--- config.mk ---
export PLATFORM = sky130hd
export DESIGN_NAME = passcode_entry_matcher
export DESIGN_NICKNAME = d
export VERILOG_FILES = /design/src/rtl/pem_pkg.sv /design/src/rtl/pem_code_mem.sv /design/src/rtl/pem_ctrl.sv /design/src/rtl/passcode_entry_matcher.sv
export SDC_FILE = /design/constraint.sdc
export NUM_CORES = 1
export LEC_CHECK = 0
export ABC_AREA = 1
export BUFFER_PORTS_ARGS = -buffer_cell sky130_fd_sc_hd__buf_2
export CAP_MARGIN = 20
export CORE_MARGIN = 2
export CORE_UTILIZATION = 50
export CTS_CLUSTER_DIAMETER = 30
export DETAILED_ROUTE_END_ITERATION = 8
export PLACE_DENSITY = 0.66
export SYNTH_ARGS = -nofsm -noshare
export SYNTH_HDL_FRONTEND = slang
export SYNTH_HIERARCHICAL = 1
export SYNTH_SLANG_ARGS = --single-unit
--- constraint.sdc ---
create_clock -name clk -period 3.23 [get_ports clk]
set_input_delay 0.323 -clock clk [delete_from_list [all_inputs] [get_ports clk]]
set_output_delay 0.323 -clock clk [all_outputs]
set_load 0.01 [all_outputs]
--- src/rtl/pem_pkg.sv ---
// pem_pkg: shared types, codes and defaults for the passcode entry matcher
// no dependencies; imported by every module of the block
`timescale 1ns / 1ps
`default_nettype none

package pem_pkg;

  localparam int CODE_LEN_DEF    = 4;
  localparam int TABLE_DEPTH_DEF = 16;

  localparam int CHAR_W  = 8;
  localparam int CODE_W  = 32;
  localparam int INDEX_W = 4;

  localparam logic [CHAR_W-1:0] ENTER_RESET = 8'd13;

  // item action codes
  localparam logic ACT_KEY   = 1'b0;
  localparam logic ACT_WRITE = 1'b1;

  typedef enum logic [2:0] {
    ST_STORED    = 3'd0,
    ST_TOO_LONG  = 3'd1,
    ST_TOO_SHORT = 3'd2,
    ST_GRANTED   = 3'd3,
    ST_DENIED    = 3'd4,
    ST_ACK       = 3'd5,
    ST_WRITTEN   = 3'd6
  } status_t;

  typedef enum logic [1:0] {
    S_IDLE,
    S_SCAN,
    S_DONE
  } ctrl_state_t;

  // low min(code_len, 4) bytes of the buffer take part in the compare
  function automatic logic [CODE_W-1:0] cmp_mask(input int code_len);
    int nbytes;
    nbytes = (code_len < 4) ? code_len : 4;
    return {CODE_W{1'b1}} >> (CHAR_W * (4 - nbytes));
  endfunction

endpackage

`default_nettype wire

--- src/rtl/pem_code_mem.sv ---
// pem_code_mem: stored code table, one write port and one registered read port
// uses pem_pkg for the code width
`timescale 1ns / 1ps
`default_nettype none

module pem_code_mem
  import pem_pkg::*;
#(
  parameter int DEPTH = TABLE_DEPTH_DEF,
  parameter int AW    = (DEPTH > 1) ? $clog2(DEPTH) : 1
) (
  input  wire logic              clk,
  input  wire logic              we,
  input  wire logic [AW-1:0]     waddr,
  input  wire logic [CODE_W-1:0] wdata,
  input  wire logic              re,
  input  wire logic [AW-1:0]     raddr,
  output logic      [CODE_W-1:0] rdata
);

  logic [CODE_W-1:0] mem [DEPTH];

  always_ff @(posedge clk) begin
    if (we) begin
      mem[waddr] <= wdata;
    end
  end

  always_ff @(posedge clk) begin
    if (re) begin
      rdata <= mem[raddr];
    end
  end

endmodule

`default_nettype wire

--- src/rtl/pem_ctrl.sv ---
// pem_ctrl: entry buffer, slot valid bits, table scan sequencer and result register
// uses pem_pkg; drives the read and write ports of pem_code_mem
`timescale 1ns / 1ps
`default_nettype none

module pem_ctrl
  import pem_pkg::*;
#(
  parameter int CODE_LEN    = CODE_LEN_DEF,
  parameter int TABLE_DEPTH = TABLE_DEPTH_DEF,
  parameter int AW          = (TABLE_DEPTH > 1) ? $clog2(TABLE_DEPTH) : 1
) (
  input  wire logic               clk,
  input  wire logic               rst,
  input  wire logic [CHAR_W-1:0]  enter_code,
  input  wire logic               in_valid,
  output logic                    in_stall,
  input  wire logic               action,
  input  wire logic [CHAR_W-1:0]  key_char,
  input  wire logic [INDEX_W-1:0] entry_index,
  input  wire logic [CODE_W-1:0]  entry_code,
  input  wire logic               entry_valid,
  output logic                    out_valid,
  input  wire logic               out_stall,
  output logic [2:0]              status,
  output logic [INDEX_W-1:0]      match_index,
  output logic                    mem_we,
  output logic [AW-1:0]           mem_waddr,
  output logic [CODE_W-1:0]       mem_wdata,
  output logic                    mem_re,
  output logic [AW-1:0]           mem_raddr,
  input  wire logic [CODE_W-1:0]  mem_rdata
);

  localparam int CNT_W = $clog2(CODE_LEN + 1);
  localparam logic [CNT_W-1:0]  FULL_CNT = CNT_W'(CODE_LEN);
  localparam logic [AW-1:0]     LAST     = AW'(TABLE_DEPTH - 1);
  localparam logic [CODE_W-1:0] MASK     = cmp_mask(CODE_LEN);

  ctrl_state_t state, state_next;

  logic [CODE_W-1:0] code_buffer;
  logic [CNT_W-1:0]  char_count;
  logic              awaiting_ack;
  logic [TABLE_DEPTH-1:0] slot_valid;

  logic [AW-1:0] scan_addr;
  logic          issue_on;
  logic          cmp_vld;
  logic [AW-1:0] cmp_idx;
  logic          found;
  logic [AW-1:0] found_idx;

  logic          accept;
  logic          out_free;
  logic          load_done;
  logic          hit;
  logic          scan_end;

  // item decode
  status_t       item_status;
  logic          start_scan;
  logic          clr_entry;
  logic          shift_in;
  logic          ack_clr;

  logic [6:0]       idx_ext;
  logic             wr_in_range;
  logic [AW+3:0]    waddr_wide;
  logic [AW+3:0]    midx_wide;

  assign out_free = !out_valid || !out_stall;
  assign accept   = in_valid && !in_stall;

  assign idx_ext     = {3'd0, entry_index};
  assign wr_in_range = idx_ext < 7'(TABLE_DEPTH);
  assign waddr_wide  = {{AW{1'b0}}, entry_index};
  assign midx_wide   = {4'd0, found_idx};

  assign hit      = cmp_vld && slot_valid[cmp_idx] && (((mem_rdata ^ code_buffer) & MASK) == '0);
  assign scan_end = cmp_vld && (hit || (cmp_idx == LAST));

  always_comb begin
    item_status = ST_STORED;
    start_scan  = 1'b0;
    clr_entry   = 1'b0;
    shift_in    = 1'b0;
    ack_clr     = 1'b0;
    if (action == ACT_WRITE) begin
      item_status = ST_WRITTEN;
    end else if (awaiting_ack) begin
      item_status = ST_ACK;
      ack_clr     = 1'b1;
      clr_entry   = 1'b1;
    end else if (key_char != enter_code) begin
      if (char_count >= FULL_CNT) begin
        item_status = ST_TOO_LONG;
        clr_entry   = 1'b1;
      end else begin
        shift_in = 1'b1;
      end
    end else if (char_count != FULL_CNT) begin
      item_status = ST_TOO_SHORT;
      clr_entry   = 1'b1;
    end else begin
      start_scan = 1'b1;
    end
  end

  // next state
  always_comb begin
    state_next = state;
    unique case (state)
      S_IDLE: begin
        if (accept && start_scan) begin
          state_next = S_SCAN;
        end
      end
      S_SCAN: begin
        if (scan_end) begin
          state_next = S_DONE;
        end
      end
      S_DONE: begin
        if (out_free) begin
          state_next = S_IDLE;
        end
      end
      default: state_next = S_IDLE;
    endcase
  end

  // state outputs
  always_comb begin
    in_stall  = 1'b1;
    mem_re    = 1'b0;
    mem_raddr = scan_addr;
    load_done = 1'b0;
    unique case (state)
      S_IDLE: begin
        in_stall = !out_free;
      end
      S_SCAN: begin
        mem_re = issue_on;
      end
      S_DONE: begin
        load_done = out_free;
      end
      default: begin
        in_stall = 1'b1;
      end
    endcase
  end

  // table writes never overlap a scan: items are taken one at a time
  assign mem_we    = accept && (action == ACT_WRITE) && wr_in_range;
  assign mem_waddr = waddr_wide[AW-1:0];
  assign mem_wdata = entry_code;

  always_ff @(posedge clk) begin
    if (rst) begin
      state        <= S_IDLE;
      code_buffer  <= '0;
      char_count   <= '0;
      awaiting_ack <= 1'b0;
      slot_valid   <= '0;
      out_valid    <= 1'b0;
      issue_on     <= 1'b0;
      cmp_vld      <= 1'b0;
      found        <= 1'b0;
    end else begin
      state <= state_next;

      if (mem_we) begin
        slot_valid[mem_waddr] <= entry_valid;
      end

      if (accept) begin
        if (clr_entry) begin
          code_buffer <= '0;
          char_count  <= '0;
        end else if (shift_in) begin
          code_buffer <= {code_buffer[CODE_W-CHAR_W-1:0], key_char};
          char_count  <= char_count + 1'b1;
        end
        if (ack_clr) begin
          awaiting_ack <= 1'b0;
        end
      end

      // scan pipeline: issue one read per cycle, compare the previous one
      if (accept && start_scan) begin
        scan_addr <= '0;
        issue_on  <= 1'b1;
        cmp_vld   <= 1'b0;
        found     <= 1'b0;
      end else if (state == S_SCAN) begin
        cmp_vld <= issue_on && !scan_end;
        cmp_idx <= scan_addr;
        if (issue_on) begin
          if (scan_addr == LAST || scan_end) begin
            issue_on <= 1'b0;
          end else begin
            scan_addr <= scan_addr + 1'b1;
          end
        end
        if (scan_end) begin
          found     <= hit;
          found_idx <= cmp_idx;
        end
      end

      if (load_done) begin
        code_buffer  <= '0;
        char_count   <= '0;
        awaiting_ack <= found;
      end

      if (accept && !start_scan) begin
        out_valid   <= 1'b1;
        status      <= item_status;
        match_index <= '0;
      end else if (load_done) begin
        out_valid   <= 1'b1;
        status      <= found ? ST_GRANTED : ST_DENIED;
        match_index <= found ? midx_wide[INDEX_W-1:0] : '0;
      end else if (out_valid && !out_stall) begin
        out_valid <= 1'b0;
      end
    end
  end

endmodule

`default_nettype wire

--- src/rtl/passcode_entry_matcher.sv ---
// passcode_entry_matcher: top level, enter character register and block wiring
// uses pem_pkg, pem_ctrl and pem_code_mem
`timescale 1ns / 1ps
`default_nettype none

// Digital combination lock. Key items are shifted into a code buffer; the
// enter character (register written on the cfg channel, reset 13) ends an
// entry, and an entry of exactly CODE_LEN characters is compared against
// the stored code table. The lowest valid matching slot answers granted with
// its index, else denied; after a grant the next key item is an acknowledge.
// Table items write one slot and its valid bit. A key or table item's
// result is loaded into the output register at the next edge. A full-length
// enter scans the code memory one slot per cycle through its single read
// port, ending early at the first matching slot. Slot valid bits are flops
// cleared by reset, so no clearing pass is needed. The input is taken while
// a result waits, as long as the output is not stalled and no entry is
// being scanned or answered.
module passcode_entry_matcher
  import pem_pkg::*;
#(
  parameter int CODE_LEN    = CODE_LEN_DEF,
  parameter int TABLE_DEPTH = TABLE_DEPTH_DEF
) (
  input  wire logic               clk,
  input  wire logic               rst,
  input  wire logic               cfg_valid,
  output logic                    cfg_ready,
  input  wire logic [CHAR_W-1:0]  cfg_data,
  input  wire logic               in_valid,
  output logic                    in_stall,
  input  wire logic               action,
  input  wire logic [CHAR_W-1:0]  key_char,
  input  wire logic [INDEX_W-1:0] entry_index,
  input  wire logic [CODE_W-1:0]  entry_code,
  input  wire logic               entry_valid,
  output logic                    out_valid,
  input  wire logic               out_stall,
  output logic [2:0]              status,
  output logic [INDEX_W-1:0]      match_index
);

  localparam int AW = (TABLE_DEPTH > 1) ? $clog2(TABLE_DEPTH) : 1;

  logic [CHAR_W-1:0] enter_code;
  logic              mem_we;
  logic [AW-1:0]     mem_waddr;
  logic [CODE_W-1:0] mem_wdata;
  logic              mem_re;
  logic [AW-1:0]     mem_raddr;
  logic [CODE_W-1:0] mem_rdata;

  assign cfg_ready = 1'b1;

  always_ff @(posedge clk) begin
    if (rst) begin
      enter_code <= ENTER_RESET;
    end else if (cfg_valid && cfg_ready) begin
      enter_code <= cfg_data;
    end
  end

  pem_ctrl #(
    .CODE_LEN    (CODE_LEN),
    .TABLE_DEPTH (TABLE_DEPTH),
    .AW          (AW)
  ) u_ctrl (
    .clk         (clk),
    .rst         (rst),
    .enter_code  (enter_code),
    .in_valid    (in_valid),
    .in_stall    (in_stall),
    .action      (action),
    .key_char    (key_char),
    .entry_index (entry_index),
    .entry_code  (entry_code),
    .entry_valid (entry_valid),
    .out_valid   (out_valid),
    .out_stall   (out_stall),
    .status      (status),
    .match_index (match_index),
    .mem_we      (mem_we),
    .mem_waddr   (mem_waddr),
    .mem_wdata   (mem_wdata),
    .mem_re      (mem_re),
    .mem_raddr   (mem_raddr),
    .mem_rdata   (mem_rdata)
  );

  pem_code_mem #(
    .DEPTH (TABLE_DEPTH),
    .AW    (AW)
  ) u_mem (
    .clk   (clk),
    .we    (mem_we),
    .waddr (mem_waddr),
    .wdata (mem_wdata),
    .re    (mem_re),
    .raddr (mem_raddr),
    .rdata (mem_rdata)
  );

endmodule

`default_nettype wire

# Yosys cells after proc, flatten, opt, wreduce, memory -nomap -nowiden
# Memories as Yosys holds them, arrays and structs flattened. A register that Yosys moved wholly into a read port is not among the register bits.
# Index checks and enable logic that the tools add are counted.
# Widths: inputs -> output; s select.
dict set report word_totals {
  elab_cells 131
  in_bits 59
  reg_bits 85
  memories 1
  ram_bits 512
}
dict set report op_classes {
  eq_ne 10
  reduce_logical 39
  order_cmp 5
  bitwise 3
  add_sub_neg 2
  muxes 56
}
# memory depth word_bits read_ports rd_clocked_by_memory_dff write_ports line_no
set mem_list {}
lappend mem_list {u_mem.mem 16 32 1 1 1 pem_code_mem.sv:21} ;# logic [CODE_W-1:0] mem [DEPTH];
# operator count
set ops {}
lappend ops {{$mux 32} 2}
lappend ops {{$mux 1} 33}
lappend ops {{$logic_not 32->1} 1}
lappend ops {{$xor 32x32->32} 1}
lappend ops {{$mux 3} 8}
lappend ops {{$mux 4} 5}
lappend ops {{$bwmux 16} 1}
lappend ops {{$lt 4x5->1 const B} 3}
lappend ops {{$reduce_bool 2->1} 6}
lappend ops {{$logic_and 1x1->1} 11}
lappend ops {{$eq 4x4->1 const B} 2}
lappend ops {{$mux 2} 4}
lappend ops {{$ne 2x1->1 const B} 4}
lappend ops {{$ne 8x8->1} 1}
lappend ops {{$reduce_and 2->1} 4}
lappend ops {{$reduce_and 4->1} 2}
lappend ops {{$logic_not 1->1} 6}
lappend ops {{$pmux 2 s3} 1}
lappend ops {{$reduce_and 3->1} 2}
lappend ops {{$add 4x1->4 const B} 1}
lappend ops {{$bmux 1 s4} 1}
lappend ops {{$demux 1 s4} 1}
lappend ops {{$ge 4x1->1 const B} 1}
lappend ops {{$reduce_or 2->1} 2}
lappend ops {{other kinds (9)} 12}

# Longest topological paths before layout
dict set report depth {
  ltp_word 11
  ltp_mapped 15
  ltp_nobuf 14
}

# By module
# Netlist, hierarchy kept.
# mod area_each_um2 n_inst cells_each
set modules_own_cells {}
lappend modules_own_cells {pem_code_mem 23050.9 1 2120}
lappend modules_own_cells {pem_ctrl 4285.4 1 620}
lappend modules_own_cells {passcode_entry_matcher 321.6 1 47}

# Worst setup path after synthesis
# No wires, ideal clock.
dict set report synth_timing {
  path_kind {flip-flop to flip-flop}
  startpoint {register u_ctrl.out_valid}
  endpoint {memory u_mem.mem[12][0] (enable)}
  stages_incl_launch_ff 6
  t_arrival_ps 2510
  setup_ps 421
  slack_ps 298
  synth_period_minus_slack_ps 2932
  cell_sequence {dfxtp_1 nand2_1 nand4_1 nor2_1 nand3_1 nor2_1}
}
dict set report synth_between {
  elab_chain_cells 10
}
# element line_no
set synth_rtl {}
lappend synth_rtl {{start: declaration} pem_ctrl.sv:23} ;# output logic out_valid,
lappend synth_rtl {{start signal: assignment} pem_ctrl.sv:167} ;# out_valid <= 1'b0;
lappend synth_rtl {{start signal: assignment} pem_ctrl.sv:220} ;# out_valid <= 1'b1;
lappend synth_rtl {{start signal: assignment} pem_ctrl.sv:224} ;# out_valid <= 1'b1;
lappend synth_rtl {{$logic_not 1->1} pem_ctrl.sv:72} ;# assign out_free = !out_valid || !out_stall;
lappend synth_rtl {{$logic_or 1x1->1} pem_ctrl.sv:72}
lappend synth_rtl {{$logic_not 1->1} pem_ctrl.sv:141} ;# in_stall = !out_free;
lappend synth_rtl {{$mux 1} pem_ctrl.sv:139} ;# unique case (state)
lappend synth_rtl {{$logic_not 1->1} pem_ctrl.sv:73} ;# assign accept = in_valid && !in_stall;
lappend synth_rtl {{$logic_and 1x1->1} pem_ctrl.sv:73}
lappend synth_rtl {{$logic_and 1x1->1 (2 in a row)} pem_ctrl.sv:156} ;# assign mem_we = accept && (action == ACT_WRITE) && wr_in_range;
lappend synth_rtl {{net mem_we} passcode_entry_matcher.sv:45} ;# logic mem_we;
lappend synth_rtl {{$mux 1} pem_code_mem.sv:24} ;# if (we) begin
lappend synth_rtl {{$mux 1 (not written as such)} pem_code_mem.sv:25} ;# mem[waddr] <= wdata;
lappend synth_rtl {{end: declaration} pem_code_mem.sv:21}
# The timed path passes the listed nets, and every way through them passes these cells.

# Final worst setup path
dict set report layout_timing {
  startpoint {register u_ctrl.out_valid}
  endpoint {memory u_mem.mem[15][29] (enable)}
}
# Same word-level chain as after synthesis.

==> reports/metrics.yaml <==
place_ws_ps: 626
rsz0062_at_grt: "false"
leakage_nw: 13.9
routed_wl_um: 65200
final-max-slew-violation-count: 0
cap_violations: 0
layout_min_cycle_time_ps: 2480
worst_path_max_delay_cell: "nor2_4"
power.density_nw_per_um2: 667
area_growth_pct: 18.6
start_kind: "register"
post_drt_wl_per_cell_um: 17.7
critPathBufInv: 2
grt_max_degree: 132
path_clk_slew_ps: 40
final_antenna_net_count: 0
synth_cell_types: 35
cts_sinks: 629
clock-root-buffer: "clkbuf_16"
setup_violations: 0
slew-limit-headroom_pct: 32.7
dieArea_um2: 57200
ir_worst_vdd_v: 0.000654
initial_core_util_pct: 50.4
cts_setup_buffers: 0
clockBufferDepth: 3
grt_pass1_vias: 18700
io-pin-count: 69
grt_pass1_wl_um: 102000
synthFlopType: "edfxtp_1"
synth.cell_area_um2: 27700
clock_latency_ps: 660
worstPathRequired_ps: 3570
grtUsageTotal_pct: 23.3
crit_fanout: 20
finalPower_mw: 21.9
worst_slack_ps: 753
yosysWarnings: 6
cp-end-kind: "register"
rows: 86
fin_skew_ps: 21.2
fin_crit_sh_pct: 76.7
fin_nets: 2937
antenna_found_initial: 1
worst_slew_pin_slew_ps: 1010
io_buffers: 67
critPathKind: "reg2reg"
max_stage_delay_ps: 570
async_flop_share_pct: 0
place_congestion: 0.867
via_per_inst: 5.18
drc_errors: 0
vias: 19100
synth_edf_count: 563
synthCells: 2787
cts_resized: 0
hold_path_class: "in2reg"
grt-ovfl-total: 0
cp.arrival_ps: 2820
layout_commonest_cell: "nand2_1"
syn_avg_cell_area_um2: 9.92
htreeDepth: 3
crit_family: "simple AND/OR/NAND/NOR gates"
hold_viol: 0
cts_tree: "yes"
drt_iter0_markers: 1786
syn_nets: 2849
numCtsBuffers: 121
ys_ff_latch: 629
dp.final_hpwl_um: 37000
status: "complete, no violations"
die_h_um: 239
final_cell_mix: "nand2_1 (851), edfxtp_1 (563), inv_1 (484)"
fin_tns_setup_ps: 0
core_um2: 54900
drive_above_1_share_pct: 11.5
timing.fmax_mhz: 404
worstPathCellList: "nand2_1, nand4_1, nor2_1, buf_4, nand3_1, nor2_4, buf_12"
die_w_um: 239
first_pass_iters: 5
ys_seq_area_share_pct: 65.9
## what timing repair did
| item | 4_1_cts | 5_1_grt |
|---|---|---|
| endpoints found under the hold margin | 16 | 0 |
| hold buffers | 16 | 0 |
| endpoints found under the setup margin | 0 | 0 |
## worst register-to-register path, cell delays in order, from the launching register on
cell and delay [ps]:
dfxtp_1 300, nand2_1 110, nand4_1 230, nor2_1 170
buf_4 180, nand3_1 330, nor2_4 570, buf_12 270
## area by class of cell
cell class	count	area [µm²]
clock inverters	88	960
multi-input cells	1510	6650
fillers	4368	22100
diodes	2	5.00
clock buffers	141	3210
repair buffers	124	1040
flip-flops and latches	629	18200
well taps	704	881
inverters	489	1840
## metrics by stage
| step | area [µm²] | utilization (%) | instances | hold WS, ps |
|---|---|---|---|---|
| after floorplan | 27700 | - | 2787 | 392 |
| after global placement | 28500 | 51.9 | 3440 | 438 |
| after detailed placement | 28500 | 51.9 | 3440 | 447 |
| after CTS | 32800 | 59.8 | 3685 | 4.01 |
| after global routing | 32800 | 59.8 | 3686 | 41.9 |
| final | 32800 | 59.8 | 3687 | 40.2 |
## flip-flops by register name, summed over array words and instances (netlist names)
signal / cells
u_ctrl/out_valid: 1
enter_code: 8
u_mem/mem: 512
u_ctrl/cmp_idx: 4
u_ctrl/match_index: 4
u_ctrl/slot_valid: 16
u_ctrl/awaiting_ack: 1
u_ctrl/cmp_vld: 1
u_ctrl/status: 3
u_mem/rdata: 32
u_ctrl/mem_raddr: 4
u_ctrl/issue_on: 1
u_ctrl/state: 2
u_ctrl/char_count: 3
u_ctrl/code_buffer: 32
u_ctrl/found_idx: 4
u_ctrl/found: 1
## worst paths after layout
| check | start | endpoint | slack [ps] | cells past startpoint |
|---|---|---|---|---|
| worst min register to register | u_ctrl/slot_valid[3]$_SDFFE_PP0P_ | u_ctrl/slot_valid[3]$_SDFFE_PP0P_ | 450 | 2 |
| worst min-delay path | out_stall | u_ctrl/out_valid$_SDFFE_PP0P_ | 40 | 3 |
| worst max register to register | u_ctrl/out_valid$_SDFFE_PP0P_ | u_mem/mem[15][29]$_DFFE_PP_ | 750 | 7 |
| worst max-delay path | u_ctrl/out_valid$_SDFFE_PP0P_ | u_mem/mem[15][29]$_DFFE_PP_ | 750 | 7 |
## synth_stat cells (all sizes together) (5+ instances only)
master | n | area share, %
nand2 | 854 | 12
dfxtp | 66 | 4.8
xor2 | 6 | 0.19
o21ai | 49 | 0.89
xnor2 | 9 | 0.29
nand4 | 5 | 0.14
edfxtp | 563 | 61
nor3 | 8 | 0.14
nand3 | 413 | 7.5
nor2 | 98 | 1.4
buf | 138 | 3.6
inv | 489 | 6.6
clkbuf | 21 | 0.29
a21oi | 52 | 0.94
## cell families (layout without fill, tap and decap cells)
kind of cell,count (synthesis),count (layout),share of synthesized area (%)
adders and majority gates,3,3,0.136
xor gates and xnor gates,15,15,0.475
DFF,629,629,65.9
AOI/OAI and AO/OA,106,106,1.95
other,1,3,0.0136
buffers and inverters,648,842,10.5
and+or+nand+nor,1385,1385,21.0
## metal layers
layer,track usage [%],share of wire [%]
met1,30.8,43
met2,38.6,47
met3,4.01,6.9
met4,9.17,3.1
met5,0,0
## where the power goes
group          leakage, nW  switching, mW  internal (mW)
Sequential            5.60         0.0453           8.96
Clock                 2.00           4.13           8.35
Combinational         6.32          0.294          0.124
(Power assumes the default switching activity.)
